### config.mk
export PLATFORM = sky130hd
export DESIGN_NAME = ps2_mouse_packet_tracker
export DESIGN_NICKNAME = d
export VERILOG_FILES = /design/src/rtl/pmt_pkg.sv /design/src/rtl/pmt_seq.sv /design/src/rtl/pmt_dp.sv /design/src/rtl/ps2_mouse_packet_tracker.sv
export SDC_FILE = /design/constraint.sdc
export NUM_CORES = 1
export LEC_CHECK = 0
export ABC_AREA = 1
export BUFFER_PORTS_ARGS = -buffer_cell sky130_fd_sc_hd__buf_4
export CAP_MARGIN = 25
export CORE_ASPECT_RATIO = 0.8
export CORE_MARGIN = 2
export CORE_UTILIZATION = 64
export DETAILED_ROUTE_END_ITERATION = 10
export PLACE_DENSITY_LB_ADDON = 0.08
export SYNTH_ARGS = -nofsm -noshare
export SYNTH_HDL_FRONTEND = slang
export SYNTH_SLANG_ARGS = --single-unit
### constraint.sdc
create_clock -name clk -period 8.3 [get_ports clk]
set_input_delay 0.415 -clock clk [delete_from_list [all_inputs] [get_ports clk]]
set_output_delay 0.415 -clock clk [all_outputs]
set_load 0.01 [all_outputs]
### src/rtl/pmt_pkg.sv
// Types and constants of the PS/2 mouse packet tracker.
package pmt_pkg;

  localparam int IN_DATA_BITS  = 16;
  localparam int OUT_DATA_BITS = 32;
  localparam int CFG_DATA_BITS = 11;
  localparam int CURSOR_BITS   = 10;
  localparam int DIVISOR_BITS  = 8;
  localparam int MAG_BITS      = 9;

  // status and header bits
  localparam int STAT_READY_BIT = 0;
  localparam int STAT_AUX_BIT   = 5;
  localparam int HDR_XSIGN_BIT  = 4;
  localparam int HDR_YSIGN_BIT  = 5;

  // out_tdata bit positions
  localparam int OB_CURSOR_X  = 0;
  localparam int OB_CURSOR_Y  = 10;
  localparam int OB_LEFT_HELD = 20;
  localparam int OB_RIGHT_HELD = 21;
  localparam int OB_MID_HELD  = 22;
  localparam int OB_LEFT_PRS  = 23;
  localparam int OB_LEFT_REL  = 24;
  localparam int OB_RIGHT_PRS = 25;
  localparam int OB_RIGHT_REL = 26;
  localparam int OB_MID_PRS   = 27;
  localparam int OB_MID_REL   = 28;
  localparam int OB_USED      = 29;

  localparam logic [CFG_DATA_BITS-1:0] WIDTH_RST  = 11'd320;
  localparam logic [CFG_DATA_BITS-1:0] HEIGHT_RST = 11'd200;
  localparam logic [DIVISOR_BITS-1:0]  YDIV_RST   = 8'd100;

  localparam int STEP_BITS = 4;
  localparam logic [STEP_BITS-1:0] DIV_LAST = 4'd8;  // nine quotient bits

  typedef enum logic [1:0] {
    CFG_SCREEN_WIDTH  = 2'd0,
    CFG_SCREEN_HEIGHT = 2'd1,
    CFG_Y_DIVISOR     = 2'd2
  } cfg_idx_t;

  typedef enum logic [1:0] {
    PKT_HDR = 2'd0,
    PKT_XD  = 2'd1,
    PKT_YD  = 2'd2
  } pkt_idx_t;

  typedef enum logic [2:0] {
    ST_IDLE,
    ST_DIV,
    ST_XUPD,
    ST_YUPD,
    ST_OUT
  } state_t;

  typedef enum logic [1:0] {
    OP_NONE,
    OP_DIV,
    OP_X,
    OP_Y
  } op_t;

  typedef struct packed {
    op_t  op;
    logic load_out;
  } ctrl_t;

endpackage

### src/rtl/pmt_seq.sv
// Sequencer: steps the shared adder through divide, X and Y updates.
module pmt_seq (
  input  logic           clk,
  input  logic           rst_n,
  input  logic           pkt_done,
  input  logic           out_free,
  output logic           in_ready,
  output pmt_pkg::ctrl_t ctrl
);
  import pmt_pkg::*;

  state_t                 state_r, state_nxt;
  logic [STEP_BITS-1:0]   cnt_r, cnt_nxt;

  always_ff @(posedge clk) begin
    if (!rst_n) begin
      state_r <= ST_IDLE;
      cnt_r   <= '0;
    end else begin
      state_r <= state_nxt;
      cnt_r   <= cnt_nxt;
    end
  end

  always_comb begin
    state_nxt = state_r;
    cnt_nxt   = cnt_r;
    unique case (state_r)
      ST_IDLE: begin
        cnt_nxt = '0;
        if (pkt_done) state_nxt = ST_DIV;
      end
      ST_DIV: begin
        cnt_nxt = cnt_r + 1'b1;
        if (cnt_r == DIV_LAST) state_nxt = ST_XUPD;
      end
      ST_XUPD: state_nxt = ST_YUPD;
      ST_YUPD: state_nxt = ST_OUT;
      ST_OUT:  if (out_free) state_nxt = ST_IDLE;
      default: state_nxt = ST_IDLE;
    endcase
  end

  always_comb begin
    in_ready      = 1'b0;
    ctrl.op       = OP_NONE;
    ctrl.load_out = 1'b0;
    unique case (state_r)
      ST_IDLE: in_ready = 1'b1;
      ST_DIV:  ctrl.op = OP_DIV;
      ST_XUPD: ctrl.op = OP_X;
      ST_YUPD: ctrl.op = OP_Y;
      ST_OUT:  ctrl.load_out = out_free;
      default: in_ready = 1'b0;
    endcase
  end

endmodule

### src/rtl/pmt_dp.sv
// Datapath: packet capture, shared add/subtract unit, divider and clamped cursor.
module pmt_dp #(
  parameter int COORD_BITS = 10
) (
  input  logic                                 clk,
  input  logic                                 rst_n,
  input  logic                                 byte_take,
  input  logic [7:0]                           data_byte,
  input  pmt_pkg::ctrl_t                       ctrl,
  input  logic [pmt_pkg::CFG_DATA_BITS-1:0]    screen_width,
  input  logic [pmt_pkg::CFG_DATA_BITS-1:0]    screen_height,
  input  logic [pmt_pkg::DIVISOR_BITS-1:0]     y_divisor,
  output logic                                 pkt_done,
  output logic [pmt_pkg::CURSOR_BITS-1:0]      cursor_x,
  output logic [pmt_pkg::CURSOR_BITS-1:0]      cursor_y,
  output logic [2:0]                           btn_now,
  output logic [2:0]                           btn_was
);
  import pmt_pkg::*;

  localparam int AW = COORD_BITS + 2;
  localparam int OW = (COORD_BITS > CURSOR_BITS) ? COORD_BITS : CURSOR_BITS;
  localparam logic [AW-1:0]         TOP_LIM = AW'(1) << COORD_BITS;
  localparam logic [COORD_BITS-1:0] POSX_RST = COORD_BITS'(100);

  pkt_idx_t                    byte_idx_r, byte_idx_nxt;
  logic [7:0]                  hdr_r, hdr_nxt;
  logic [7:0]                  xd_r, xd_nxt;
  logic [2:0]                  btn_r, btn_nxt;
  logic [2:0]                  prev_r, prev_nxt;
  logic [COORD_BITS-1:0]       pos_x_r, pos_x_nxt;
  logic [COORD_BITS-1:0]       pos_y_r, pos_y_nxt;
  logic [DIVISOR_BITS-1:0]     rem_r, rem_nxt;
  logic [MAG_BITS-1:0]         quo_r, quo_nxt;
  logic                        yneg_r, yneg_nxt;

  logic [AW-1:0]               op_a, op_b, b_eff, sum, lim_ext, lim_eff, max_v;
  logic [AW-1:0]               dx_ext;
  logic [CFG_DATA_BITS-1:0]    lim;
  logic [COORD_BITS-1:0]       clamped;
  logic [DIVISOR_BITS-1:0]     div_eff;
  logic [MAG_BITS-1:0]         dy_mag;
  logic [MAG_BITS-1:0]         trial_a;
  logic                        sub;
  logic [OW-1:0]               px_w, py_w;

  always_ff @(posedge clk) begin
    if (!rst_n) begin
      byte_idx_r <= PKT_HDR;
      btn_r      <= '0;
      pos_x_r    <= POSX_RST;
      pos_y_r    <= '0;
    end else begin
      byte_idx_r <= byte_idx_nxt;
      btn_r      <= btn_nxt;
      pos_x_r    <= pos_x_nxt;
      pos_y_r    <= pos_y_nxt;
    end
  end

  always_ff @(posedge clk) begin
    hdr_r  <= hdr_nxt;
    xd_r   <= xd_nxt;
    prev_r <= prev_nxt;
    rem_r  <= rem_nxt;
    quo_r  <= quo_nxt;
    yneg_r <= yneg_nxt;
  end

  assign pkt_done = byte_take && (byte_idx_r == PKT_YD);
  assign div_eff  = (y_divisor == '0) ? DIVISOR_BITS'(1) : y_divisor;
  assign dx_ext   = AW'($signed({hdr_r[HDR_XSIGN_BIT], xd_r}));
  assign dy_mag   = hdr_r[HDR_YSIGN_BIT] ? (9'd256 - {1'b0, data_byte}) : {1'b0, data_byte};
  assign trial_a  = {rem_r, quo_r[MAG_BITS-1]};

  // shared adder
  always_comb begin
    op_a = '0;
    op_b = '0;
    sub  = 1'b0;
    unique case (ctrl.op)
      OP_DIV: begin
        op_a = AW'(trial_a);
        op_b = AW'(div_eff);
        sub  = 1'b1;
      end
      OP_X: begin
        op_a = AW'(pos_x_r);
        op_b = dx_ext;
      end
      OP_Y: begin
        op_a = AW'(pos_y_r);
        op_b = AW'(quo_r);
        sub  = !yneg_r;
      end
      default: sub = 1'b0;
    endcase
    b_eff = sub ? ~op_b : op_b;
    sum   = op_a + b_eff + AW'(sub);
  end

  // clamp to 0 .. limit-1
  always_comb begin
    lim     = (ctrl.op == OP_Y) ? screen_height : screen_width;
    lim_ext = AW'(lim);
    if (lim == '0)             lim_eff = AW'(1);
    else if (lim_ext > TOP_LIM) lim_eff = TOP_LIM;
    else                       lim_eff = lim_ext;
    max_v = lim_eff - AW'(1);
    if (sum[AW-1])         clamped = '0;
    else if (sum > max_v)  clamped = max_v[COORD_BITS-1:0];
    else                   clamped = sum[COORD_BITS-1:0];
  end

  always_comb begin
    byte_idx_nxt = byte_idx_r;
    hdr_nxt      = hdr_r;
    xd_nxt       = xd_r;
    btn_nxt      = btn_r;
    prev_nxt     = prev_r;
    pos_x_nxt    = pos_x_r;
    pos_y_nxt    = pos_y_r;
    rem_nxt      = rem_r;
    quo_nxt      = quo_r;
    yneg_nxt     = yneg_r;
    if (byte_take) begin
      unique case (byte_idx_r)
        PKT_HDR: begin
          hdr_nxt      = data_byte;
          byte_idx_nxt = PKT_XD;
        end
        PKT_XD: begin
          xd_nxt       = data_byte;
          byte_idx_nxt = PKT_YD;
        end
        PKT_YD: begin
          byte_idx_nxt = PKT_HDR;
          prev_nxt     = btn_r;
          btn_nxt      = hdr_r[2:0];
          yneg_nxt     = hdr_r[HDR_YSIGN_BIT];
          quo_nxt      = dy_mag;
          rem_nxt      = '0;
        end
        default: byte_idx_nxt = PKT_HDR;
      endcase
    end
    case (ctrl.op)
      OP_DIV: begin
        if (!sum[AW-1]) begin
          rem_nxt = sum[DIVISOR_BITS-1:0];
          quo_nxt = {quo_r[MAG_BITS-2:0], 1'b1};
        end else begin
          rem_nxt = trial_a[DIVISOR_BITS-1:0];
          quo_nxt = {quo_r[MAG_BITS-2:0], 1'b0};
        end
      end
      OP_X:    pos_x_nxt = clamped;
      OP_Y:    pos_y_nxt = clamped;
      default: ;
    endcase
  end

  assign px_w     = OW'(pos_x_r);
  assign py_w     = OW'(pos_y_r);
  assign cursor_x = px_w[CURSOR_BITS-1:0];
  assign cursor_y = py_w[CURSOR_BITS-1:0];
  assign btn_now  = btn_r;
  assign btn_was  = prev_r;

endmodule

### src/rtl/ps2_mouse_packet_tracker.sv
// Top level: PS/2 mouse packet tracker with config registers and output register.
// in_tready stays high for the header and X bytes.
// The third byte holds in_tready low through its steps, and while an earlier word still waits:
// nine divide steps, X and Y clamped updates on one shared adder, then the result load.
// The result is registered onto out_tdata in the load step, once the output is free.
// Synchronous active-low reset: cursor (100,0), buttons released, 320x200, divisor 100.
module ps2_mouse_packet_tracker #(
  parameter int COORD_BITS = 10
) (
  input  logic                                clk,
  input  logic                                rst_n,
  input  logic                                in_tvalid,
  output logic                                in_tready,
  input  logic [pmt_pkg::IN_DATA_BITS-1:0]    in_tdata,   // ctrl_status, data_byte
  output logic                                out_tvalid,
  input  logic                                out_tready,
  // cursor_x, cursor_y, left_held, right_held, middle_held, left_pressed,
  // left_released, right_pressed, right_released, middle_pressed, middle_released
  output logic [pmt_pkg::OUT_DATA_BITS-1:0]   out_tdata,
  input  logic                                cfg_we,
  input  logic [1:0]                          cfg_addr,
  input  logic [pmt_pkg::CFG_DATA_BITS-1:0]   cfg_wdata
);
  import pmt_pkg::*;

  logic [CFG_DATA_BITS-1:0]  width_r, width_nxt;
  logic [CFG_DATA_BITS-1:0]  height_r, height_nxt;
  logic [DIVISOR_BITS-1:0]   ydiv_r, ydiv_nxt;
  logic                      out_valid_r, out_valid_nxt;
  logic [OUT_DATA_BITS-1:0]  out_data_r, out_data_nxt;

  logic [7:0]                ctrl_status, data_byte;
  logic                      byte_take, pkt_done, out_free;
  ctrl_t                     ctrl;
  logic [CURSOR_BITS-1:0]    cursor_x, cursor_y;
  logic [2:0]                btn_now, btn_was;
  logic [2:0]                prs, rel;

  assign ctrl_status = in_tdata[7:0];
  assign data_byte   = in_tdata[15:8];
  assign byte_take   = in_tvalid && in_tready
                       && ctrl_status[STAT_READY_BIT] && ctrl_status[STAT_AUX_BIT];
  assign out_free    = !out_valid_r || out_tready;

  always_ff @(posedge clk) begin
    if (!rst_n) begin
      width_r     <= WIDTH_RST;
      height_r    <= HEIGHT_RST;
      ydiv_r      <= YDIV_RST;
      out_valid_r <= 1'b0;
    end else begin
      width_r     <= width_nxt;
      height_r    <= height_nxt;
      ydiv_r      <= ydiv_nxt;
      out_valid_r <= out_valid_nxt;
    end
  end

  always_ff @(posedge clk) begin
    out_data_r <= out_data_nxt;
  end

  always_comb begin
    width_nxt  = width_r;
    height_nxt = height_r;
    ydiv_nxt   = ydiv_r;
    if (cfg_we) begin
      unique case (cfg_addr)
        CFG_SCREEN_WIDTH:  width_nxt  = cfg_wdata;
        CFG_SCREEN_HEIGHT: height_nxt = cfg_wdata;
        CFG_Y_DIVISOR:     ydiv_nxt   = cfg_wdata[DIVISOR_BITS-1:0];
        default:           ydiv_nxt   = ydiv_r;
      endcase
    end
  end

  pmt_seq u_seq (
    .clk      (clk),
    .rst_n    (rst_n),
    .pkt_done (pkt_done),
    .out_free (out_free),
    .in_ready (in_tready),
    .ctrl     (ctrl)
  );

  pmt_dp #(
    .COORD_BITS (COORD_BITS)
  ) u_dp (
    .clk           (clk),
    .rst_n         (rst_n),
    .byte_take     (byte_take),
    .data_byte     (data_byte),
    .ctrl          (ctrl),
    .screen_width  (width_r),
    .screen_height (height_r),
    .y_divisor     (ydiv_r),
    .pkt_done      (pkt_done),
    .cursor_x      (cursor_x),
    .cursor_y      (cursor_y),
    .btn_now       (btn_now),
    .btn_was       (btn_was)
  );

  assign prs = btn_now & ~btn_was;
  assign rel = btn_was & ~btn_now;

  always_comb begin
    out_valid_nxt = out_valid_r && !out_tready;
    out_data_nxt  = out_data_r;
    if (ctrl.load_out) begin
      out_valid_nxt = 1'b1;
      out_data_nxt  = '0;
      out_data_nxt[OB_CURSOR_X +: CURSOR_BITS] = cursor_x;
      out_data_nxt[OB_CURSOR_Y +: CURSOR_BITS] = cursor_y;
      out_data_nxt[OB_LEFT_HELD]  = btn_now[0];
      out_data_nxt[OB_RIGHT_HELD] = btn_now[1];
      out_data_nxt[OB_MID_HELD]   = btn_now[2];
      out_data_nxt[OB_LEFT_PRS]   = prs[0];
      out_data_nxt[OB_LEFT_REL]   = rel[0];
      out_data_nxt[OB_RIGHT_PRS]  = prs[1];
      out_data_nxt[OB_RIGHT_REL]  = rel[1];
      out_data_nxt[OB_MID_PRS]    = prs[2];
      out_data_nxt[OB_MID_REL]    = rel[2];
    end
  end

  assign out_tvalid = out_valid_r;
  assign out_tdata  = out_data_r;

endmodule

Word level (Yosys, flattened, before mapping)
Cells that the tools add are included.
{"block": "classes", "add_sub_neg": 5, "order_cmp": 2, "eq_ne": 15, "mux": 29, "bitwise_logic": 5, "reduce_logical": 25}
{"operator": "$mux W8", "count": 5}
{"operator": "$mux W9", "count": 4}
{"operator": "$pmux W12 S3", "count": 1}
{"operator": "$pmux W10 S3", "count": 1}
{"operator": "$mux W12", "count": 2}
{"operator": "$mux W11", "count": 2}
{"operator": "$mux W10", "count": 2}
{"operator": "$pmux W3 S5", "count": 1}
{"operator": "$reduce_and A2 Y1", "count": 7}
{"operator": "$add A10 B12 Y12", "count": 1}
{"operator": "$add A12 B1 Y12", "count": 1}
{"operator": "$gt A12 B12 Y1", "count": 1}
{"operator": "$not A12 Y12", "count": 1}
{"operator": "$sub A12 B1 Y12 const B", "count": 1}
{"operator": "$gt A11 B11 Y1 const B", "count": 1}
{"operator": "$logic_not A11 Y1", "count": 1}
{"operator": "$mux W3", "count": 3}
{"operator": "$sub A9 B8 Y9 const A", "count": 1}
{"operator": "$eq A2 B2 Y1 const B", "count": 4}
{"operator": "$logic_not A8 Y1", "count": 1}
{"operator": "$pmux W4 S2", "count": 1}
{"operator": "$and A3 B3 Y3", "count": 2}
{"operator": "$eq A2 B1 Y1 const B", "count": 3}
{"operator": "$eq A3 B2 Y1 const B", "count": 2}
{"operator": "18 further kinds", "count": 32}
{"block": "totals", "ff_bits": 127, "out_inout_bits": 34, "elab_cells": 98}

Longest topological paths before layout
Gate-level depths: netlist of the first run.
{"block": "depth", "depth_word": 11, "mapped_depth": 32}

Cells and area by module
A second synthesis of the first run with hierarchy kept.
{"block": "unflattened", "hier_cells": 888, "hier_area_um2": 7000.5}
{"module": "pmt_dp", "instances": 1, "cells_each": 598, "area_each_um2": 4350.4, "seq_area_each_um2": 1521.5}
{"module": "ps2_mouse_packet_tracker", "instances": 1, "cells_each": 233, "area_each_um2": 2255.9, "seq_area_each_um2": 1491.4}
{"module": "pmt_seq", "instances": 1, "cells_each": 57, "area_each_um2": 394.1, "seq_area_each_um2": 140.1}

Least setup slack after synthesis of the first run
OpenSTA, ideal clock, no wires.
{"block": "synth_path", "path_kind": "register to register", "start": "reg u_seq.state_r[0]", "end": "reg u_dp.pos_y_r[6], in the netlist u_dp.cursor_y[6]", "arrival_ns": 4.377, "t_required_ns": 8.170, "path_slack_ns": 3.793, "path_stages_with_launch": 32, "n_path_buf": 4, "period_less_slack_ns": 4.507, "cell_sequence": "dfxtp_1 > buf_4 > nor2_4 > nand2_4 > inv_2 > clkbuf_1 > clkbuf_1 > nand2_1 > nand3_1 > ha_1 > a21o_1 > nand3_1 > nand2_1 > a21oi_1 > nor2_1 > o21ai_0 > nand2_1 > nand2_1 > nand2_1 > a21oi_1 > xor2_1 > ha_1 > nand2_1 > nor2_1 > nand4_1 > a21oi_1 > a211o_1 > o21ai_1 > inv_1 > clkbuf_1 > o211ai_1 > a21oi_1"}
{"block": "synth_between", "elab_chain_cells": 11}
{"item": "start, declared", "line": "pmt_seq.sv:12", "text": "state_t state_r, state_nxt;"}
{"item": "start signal, assigned", "line": "pmt_seq.sv:20", "text": "state_r <= state_nxt;"}
{"item": "$eq A3 B2 Y1 / $eq A3 B1 Y1 (equally long branches)", "line": "pmt_seq.sv:48", "text": "unique case (state_r)"}
{"item": "$pmux W2 S3 (*)", "line": "pmt_seq.sv:48"}
{"item": "$eq A2 B2 Y1, or another cell as far along", "line": "pmt_dp.sv:81, pmt_dp.sv:104, pmt_dp.sv:147"}
{"item": "$pmux W12 S3 / $mux W11 (equally long branches)", "line": "pmt_dp.sv:81, pmt_dp.sv:104"}
{"item": "$not A12 Y12 / $gt A11 B11 Y1 (equally long branches)", "line": "pmt_dp.sv:98, pmt_dp.sv:107"}
{"item": "$mux W12 / $mux W11 (equally long branches)", "line": "pmt_dp.sv:98, pmt_dp.sv:107"}
{"item": "$add A10 B12 Y12 / $mux W12 (equally long branches)", "line": "pmt_dp.sv:99, pmt_dp.sv:106"}
{"item": "$add A12 B1 Y12 / $sub A12 B1 Y12 (equally long branches)", "line": "pmt_dp.sv:99, pmt_dp.sv:109"}
{"item": "$gt A12 B12 Y1", "line": "pmt_dp.sv:111", "text": "else if (sum > max_v) clamped = max_v[COORD_BITS-1:0];"}
{"item": "$mux W10", "line": "pmt_dp.sv:111"}
{"item": "$mux W10", "line": "pmt_dp.sv:110", "text": "if (sum[AW-1]) clamped = '0;"}
{"item": "end signal, assigned", "line": "pmt_dp.sv:57", "text": "pos_y_r <= pos_y_nxt;"}
{"item": "end, declared", "line": "pmt_dp.sv:32", "text": "logic [COORD_BITS-1:0] pos_y_r, pos_y_nxt;"}
Mark *: on every way between the ends. The rest lies on a longest branch, timed or not.
A chain may end at the register's enable or synchronous reset.

Worst setup path after layout of the first run
Ends and elaborated chain as after synthesis.

==> metrics.log, run 1 <==
[metrics] outcome: completed
[metrics] launch point of the worst path: u_seq.state_r[0]$_SDFFE_PN0P_
[metrics] number of nets in the layout: 890
[metrics] Post CTS Setup Buffer Count: 0
[metrics] worst skew pair latency: around 0.42 ns
[metrics] worst r2r dst: u_dp.cursor_y[6]$_SDFFE_PN0P_
[metrics] Top Family by Delay on Critical Path: compound AO/OA/AOI/OAI gates
[metrics] worst setup path class: register to register
[metrics] maximum clock frequency: ~170 MHz
[metrics] post-cts resize count: 0
[metrics] area of the core: between 9000 and 10000 um^2
[metrics] # port buffers: just under 60
[metrics] initial antenna violation count: 0
[metrics] flip-flop cell with the highest count after synthesis: sky130_fd_sc_hd__edfxtp_1
[metrics] fin. max-slew vios: 0
[metrics] largest driver fanout on the critical path: 45
[metrics] average instance area after synthesis: about 8.4 um^2
[metrics] count of boundary I/O pins: 68
[metrics] fraction of registers with async set/reset: 0%
[metrics] Reg2Reg Depth: 27
[metrics] CP arrival: 6.10 ns
[metrics] netlist area before placement: 6539 um^2
[metrics] Initial Util: 66.66%
[metrics] aggregate negative setup slack: 0 ns
[metrics] via density per instance: roughly 5.8
[metrics] Placement Setup Slack: roughly 2.6 ns
[metrics] Worst Tran Pin Value: roughly 1 ns
[metrics] most common cell type on the critical path: sky130_fd_sc_hd__nand2_1
[metrics] critical register-to-register path startpoint: u_seq.state_r[0]$_SDFFE_PN0P_
[metrics] most used standard cells in the synthesized netlist: sky130_fd_sc_hd__nand2_1, sky130_fd_sc_hd__inv_1, sky130_fd_sc_hd__a21oi_1, sky130_fd_sc_hd__o21ai_0
[metrics] wire length per cell: 16.41 um
[metrics] overall power: ~0.0015 W
[metrics] synthesized netlist cell count: slightly below 800
[metrics] number of endpoints with negative hold slack in the final report: 0
[metrics] EDFF count, synth: 63
[metrics] cell row count: 32
[metrics] element type at the critical path end: register
[metrics] last element of the critical path: u_dp.cursor_y[6]$_SDFFE_PN0P_
[metrics] largest buffer count on any clock path: 2
[metrics] final antenna-violating net count: 0
[metrics] CTS Hold Bufs: 0
[metrics] gpl congestion: 0.9202
[metrics] first drt pass iteration count: 6
[metrics] clock slew at the register clock pins of the worst setup and hold paths: about 0.060 ns
[metrics] worst setup slack after layout: roughly 2.5 ns
[metrics] Total GRT Usage: roughly a third
[metrics] delay of the slowest cell on the worst path: approximately 0.76 ns
[metrics] biggest area contributors in the synthesized netlist: sky130_fd_sc_hd__edfxtp_1, sky130_fd_sc_hd__dfxtp_1, sky130_fd_sc_hd__nand2_1
[metrics] cell depth of the worst setup path: 27
[metrics] post-route minimum period: 5.836 ns
[metrics] worst clock skew: slightly above 0.006 ns
[metrics] number of global-route vias before repair: between 5000 and 6000
[metrics] top-area cell type share of the netlist area: 28.93%
[metrics] number of synthesized register bits: around 130
[metrics] total number of yosys warnings: 0
[metrics] routed wire length: 16050 um
[metrics] ratio of total power to cell area: about 200 nW/um^2
[metrics] Via Count: ~5600
[metrics] number of buffers added by the clock tree synthesis step: 17
[metrics] die outline area: roughly 11000 um^2
[metrics] # Max-Cap Violations: 0
[metrics] gr ovfl total: 0
[metrics] largest net degree at the start of global routing: 53
[metrics] Synth-to-Final Area Change: 16.19%
[metrics] die height: about 94 um
[metrics] data required time of the critical path: 8.57 ns
[metrics] maximum ir drop on the vdd rail: between 0.15 and 0.2 mV
[metrics] part of the cycle the worst path needs: ~70%
[metrics] drt first-iter violations: approximately 460
[metrics] diode insertion count for antenna repair: 0
[metrics] Max-slew headroom: 34.33%
[metrics] type of the worst min-delay path: primary input to register
[metrics] number of sinks on the clock net: approximately 130
[metrics] count of final setup violators: 0
[metrics] static leakage: 3.286 nW
[metrics] Reg2Reg Setup Slack: 2.46 ns
[metrics] half-perimeter wire length after placement: around 11000 um
[metrics] first-pass GRT wire length: about 26000 um
[metrics] die outline width: around 120 um
[metrics] proportion of layout cells with a drive suffix above 1: between 10 and 15%
[metrics] CTS H-Tree Depth: 4
[metrics] sequential cell area fraction in the yosys report: between 40% and 50%
[metrics] Buf/Inv on CP: 1
[metrics] kind of start point of the critical path: register
[metrics] Root Buffer Master: sky130_fd_sc_hd__clkbuf_16
[metrics] slowest library cell on the worst path: sky130_fd_sc_hd__nor2_4
[metrics] CTS tree: built
[metrics] total of fill cells in the finished design: 683
[metrics] cell with the most instances after synthesis: sky130_fd_sc_hd__nand2_1
[metrics] biggest area consumer among synthesized cells: sky130_fd_sc_hd__edfxtp_1
[metrics] final routed DRC violation total: 0
[metrics] Netlist cell types: 50
[metrics] unrepaired setup endpoints after global routing: no
-- cell type report --
cell class              count  area [um^2]  share of cell area, %
clock buffers              18        439.2                  5.781
clock inverters            14        165.2                  2.174
inverters                  95        361.6                  4.760
multi-input cells         530         2865                  37.71
flip-flops and latches    126         3153                  41.50
well taps                 136        170.2                  2.240
repair buffers             59        442.9                  5.830
-- layer usage --
metal | track usage (%) | share of wire [%]
met1 | 40.42 | 43
met2 | 51.49 | 47
met3 | 6.547 | 6.9
met4 | 13.24 | 2.7
met5 | 0 | 0
-- power breakdown --
part / internal (W) / switching, W / total (W)
clock network: 0.000479 / 0.000283 / 0.000762
logic: 0.0000332 / 0.0000555 / 0.0000887
registers: 0.000659 / 0.00000394 / 0.000663
total: 0.00117 / 0.000342 / 0.00151
-- per-stage QoR --
step / hold WS [ns] / cells / utilization [%] / cell area, um^2
detailed placement: 0.4409 / 946 / 71.29 / 6993
finish: 0.1963 / 978 / 77.45 / 7597
global route: 0.1934 / 978 / 77.45 / 7597
floorplan: 0.4235 / 781 / - / 6546
global placement: 0.4377 / 946 / 71.29 / 6993
CTS: 0.1932 / 978 / 77.45 / 7597
-- placed cells by master, fill, tap and decap left out, drive strengths merged, types with 2 or more instances in the layout --
master	Yosys	final
edfxtp	63	63
a21o	2	2
inv	95	98
bufinv	0	3
o21ai	81	81
clkinv	0	5
xor2	17	17
xnor2	5	5
a22oi	3	3
nand3	43	43
conb	2	4
nor2	49	49
a211oi	2	2
ha	26	26
or2	3	3
clkbuf	18	18
and2	5	5
o211ai	14	14
buf	12	59
nand4	5	5
nor3	10	10
clkinvlp	0	3
dfxtp	63	63
nand2	174	174
a21oi	74	74
-- worst min-delay path by stage --
stage / depth (start not counted) / slack [ns] / endpoint / startpoint
finish: 1 / 0.20 / u_dp.xd_r[7]$_DFFE_PP_ / in_tdata[15]
global route: 1 / 0.19 / u_dp.xd_r[1]$_DFFE_PP_ / in_tdata[9]
CTS: 1 / 0.19 / u_dp.xd_r[7]$_DFFE_PP_ / in_tdata[15]
detailed placement: 0 / 0.44 / out_tdata[8]$_DFFE_PP_ / u_dp.cursor_x[8]$_SDFFE_PN0N_
global placement: 0 / 0.44 / out_tdata[15]$_DFFE_PP_ / u_dp.cursor_y[5]$_SDFFE_PN0P_
floorplan: 2 / 0.42 / ydiv_r[0]$_SDFFE_PN0P_ / ydiv_r[0]$_SDFFE_PN0P_
-- kinds of logic after synthesis --
logic type	Yosys count	synth area share, %
other	2	0.1149
adder cells (fa/ha/maj)	27	5.281
AO/OA/AOI/OAI	186	15.83
flip-flops	126	48.22
buffers and inverters	125	8.132
XOR/XNOR	22	2.947
AND/OR/NAND/NOR	291	19.48
-- sequential cells by signal (all words and copies together), names as in the netlist --
signal / flops
u_dp.quo_r: 9
u_dp.btn_was: 3
u_seq.state_r: 3
u_seq.cnt_r: 4
u_dp.rem_r: 8
u_dp.byte_idx_r: 2
ydiv_r: 8
u_dp.cursor_y: 10
out_tvalid: 1
width_r: 11
u_dp.btn_now: 3
u_dp.yneg_r: 1
u_dp.hdr_r: 5
u_dp.xd_r: 8
u_dp.cursor_x: 10
out_tdata: 29
height_r: 11
No activity file was read; power rests on OpenSTA's default activity.
==> run 2: changes to the inputs <==
--- a/config.mk
+++ b/config.mk
@@ -10,7 +10,7 @@
 export CAP_MARGIN = 25
 export CORE_ASPECT_RATIO = 0.8
 export CORE_MARGIN = 2
-export CORE_UTILIZATION = 64
+export CORE_UTILIZATION = 53
 export DETAILED_ROUTE_END_ITERATION = 10
 export PLACE_DENSITY_LB_ADDON = 0.08
 export SYNTH_ARGS = -nofsm -noshare
==> constraint.sdc (replaced) <==
create_clock -name clk -period 4.75 [get_ports clk]
set_input_delay 0.2375 -clock clk [delete_from_list [all_inputs] [get_ports clk]]
set_output_delay 0.2375 -clock clk [all_outputs]
set_load 0.01 [all_outputs]
==> run 2 against run 1 <==
Net effect:
- combinational power grew 74%
- highest routed layer unchanged
- sequential share of layout area shrank 1.1 points
- power grew 74%
- flip-flop and latch count is the same
- count of clock-buffer cells in the layout grew 1
- register-to-register slack lost 2.2 ns
- non-clock buffer count grew 21
- critical path depth shrank 1
- first-iteration DRC count shrank 4.1%
- cell count grew 3.9%
==> metrics.log, run 2 (synthesis gave the netlist of run 1 again) <==
[metrics] via density per instance: 5.329
[metrics] gr ovfl total: 0
[metrics] fin. max-slew vios: 0
[metrics] maximum clock frequency: 221.4 MHz
[metrics] number of endpoints with negative hold slack in the final report: 0
[metrics] delay of the slowest cell on the worst path: between 0.3 and 0.4 ns
[metrics] largest driver fanout on the critical path: 12
[metrics] static leakage: 3.384 nW
[metrics] CTS tree: built
[metrics] last element of the critical path: u_dp.cursor_y[6]$_SDFFE_PN0P_
[metrics] worst skew pair latency: 0.42 ns
[metrics] slowest library cell on the worst path: sky130_fd_sc_hd__dfxtp_4
[metrics] most used cells in the layout excluding fill and tap cells: sky130_fd_sc_hd__nand2_1, sky130_fd_sc_hd__inv_1, sky130_fd_sc_hd__buf_4
[metrics] launch point of the worst path: u_seq.state_r[1]$_SDFFE_PN0P_
[metrics] Root Buffer Master: sky130_fd_sc_hd__clkbuf_16
[metrics] worst r2r dst: u_dp.cursor_y[6]$_SDFFE_PN0P_
[metrics] area of the core: 12120 um^2
[metrics] CP arrival: roughly 4.8 ns
[metrics] number of nets in the layout: ~900
[metrics] Reg2Reg Depth: 26
[metrics] count of boundary I/O pins: a little under 70
[metrics] worst clock skew: 0.01071 ns
[metrics] number of sinks on the clock net: ~130
[metrics] initial antenna violation count: 0
[metrics] first drt pass iteration count: 4
[metrics] die outline width: ~130 um
[metrics] type of the worst min-delay path: primary input to register
[metrics] Worst Tran Pin Value: 0.8826 ns
[metrics] Initial Util: a little over half
[metrics] Total GRT Usage: about a quarter
[metrics] kind of start point of the critical path: register
[metrics] die height: between 100 and 150 um
[metrics] wire length per cell: 15.04 um
[metrics] largest net degree at the start of global routing: 53
[metrics] clock slew at the register clock pins of the worst setup and hold paths: 0.05 ns
[metrics] ratio of total power to cell area: 337.1 nW/um^2
[metrics] largest buffer count on any clock path: 2
[metrics] first-pass GRT wire length: 24460 um
[metrics] drt first-iter violations: ~440
[metrics] cell row count: 36
[metrics] Reg2Reg Setup Slack: approximately 0.23 ns
[metrics] data required time of the critical path: ~5.1 ns
[metrics] final design utilization: between 60% and 70%
[metrics] critical register-to-register path startpoint: u_seq.state_r[1]$_SDFFE_PN0P_
[metrics] worst setup path class: register to register
[metrics] fin cells: 1016
[metrics] maximum ir drop on the vdd rail: 0.3438 mV
[metrics] most common cell type on the critical path: sky130_fd_sc_hd__nand2_1
[metrics] Max-slew headroom: between 40% and 50%
[metrics] half-perimeter wire length after placement: 11290 um
[metrics] # port buffers: 58
[metrics] routed wire length: between 15000 and 20000 um
[metrics] gpl congestion: between 0.8 and 0.9
[metrics] Synth-to-Final Area Change: 19.56%
[metrics] post-route minimum period: around 4.5 ns
[metrics] worst hold slack across all endpoints: between 0.02 and 0.025 ns
[metrics] Via Count: 5414
[metrics] element type at the critical path end: register
[metrics] die outline area: 13250 um^2
[metrics] part of the cycle the worst path needs: a little over nine tenths
[metrics] number of buffers added by the clock tree synthesis step: 17
[metrics] diode insertion count for antenna repair: 0
[metrics] # Max-Cap Violations: 0
[metrics] number of cells in the design after placement: a little under 1000
[metrics] proportion of layout cells with a drive suffix above 1: about 17%
[metrics] Hold Crit Depth: 1
[metrics] CTS H-Tree Depth: 4
[metrics] worst setup slack after layout: approximately 0.23 ns
[metrics] number of global-route vias before repair: approximately 5000
[metrics] Placement Setup Slack: approximately 0.069 ns
[metrics] final antenna-violating net count: 0
[metrics] final routed DRC violation total: 0
[metrics] number of flip-flops under the largest register name: 29
[metrics] most common cell after layout, fill and taps aside: sky130_fd_sc_hd__nand2_1
[metrics] aggregate negative setup slack: 0 ns
[metrics] outcome: completed
[metrics] count of final setup violators: 0
[run 2: changes by cell type in the layout (fill, tap and decap cells not counted), moves of 2 or more]
| cell | before | now |
|---|---|---|
| sky130_fd_sc_hd__a21oi_1 | 70 | 68 |
| sky130_fd_sc_hd__dfxtp_4 | 0 | 2 |
| sky130_fd_sc_hd__a21oi_2 | 4 | 6 |
| sky130_fd_sc_hd__clkbuf_1 | 0 | 2 |
| sky130_fd_sc_hd__dfxtp_1 | 63 | 60 |
| sky130_fd_sc_hd__buf_4 | 59 | 80 |
| sky130_fd_sc_hd__inv_6 | 3 | 0 |
| sky130_fd_sc_hd__clkinvlp_4 | 3 | 5 |
[run 2: what timing repair did]
action / 4_1_cts / 5_1_grt
buffers inserted: 0 / 3
gates resized for setup: 0 / 14
endpoints found under the setup margin: 0 / 20
hold buffers: 0 / 0
[run 2: layer usage]
metal	wire length, um	track usage, %	part of all wire [%]	vias to the layer above
met5	0	0	0	-
met4	211	8.622	1.4	0
met3	729	5.093	4.8	18
met2	6900	37.89	45	155
met1	7434	33.30	49	2487
li1	-	-	-	2754
[run 2: area by class of cell]
cell class,instances,area (um^2)
clock buffer,19,432.9
timing repair buffer,80,600.6
multi-input combinational,530,2889
clock inverter,13,171.4
timing repair inverter,1,7.507
fill,1049,4299
sequential,126,3162
tap,152,190.2
inverter,95,364.1
[run 2: worst max-delay path: cells and delay by family, from the launching register on]
kind            cells  cell delay, ns
fa+ha+maj           2            0.57
buf+inv             3            0.55
simple gates       11            1.03
flops               1            0.38
xor+xnor            2            0.28
compound gates      8            1.57
[run 2: where the power goes]
part	internal, W	total (W)	switching [W]	leakage (nW)
logic	0.0000587	0.000154	0.0000953	2.03
clock network	0.000868	0.00132	0.000456	0.281
registers	0.00115	0.00116	0.00000680	1.08
total	0.00208	0.00264	0.000558	3.38
[run 2: worst min-delay path by stage]
| stage | from | end | slack, ns |
|---|---|---|---|
| after detailed placement | u_dp.cursor_y[9]$_SDFFE_PN0P_ | out_tdata[19]$_DFFE_PP_ | 0.44 |
| final | in_tdata[15] | u_dp.xd_r[7]$_DFFE_PP_ | 0.02 |
| after CTS | in_tdata[15] | u_dp.xd_r[7]$_DFFE_PP_ | 0.009 |
| after floorplan | in_tdata[8] | u_dp.hdr_r[0]$_DFFE_PP_ | 0.34 |
| after global routing | in_tdata[15] | u_dp.xd_r[7]$_DFFE_PP_ | 0.006 |
| after global placement | width_r[8]$_SDFFE_PN1P_ | width_r[8]$_SDFFE_PN1P_ | 0.44 |
[run 2: metrics by stage]
step / total power, W / instance area, um^2
after floorplan: 0.001283 / 6546
after global placement: 0.001328 / 7148
after detailed placement: 0.001332 / 7148
after CTS: 0.002651 / 7752
after global routing: 0.002725 / 7818
final: 0.002636 / 7818
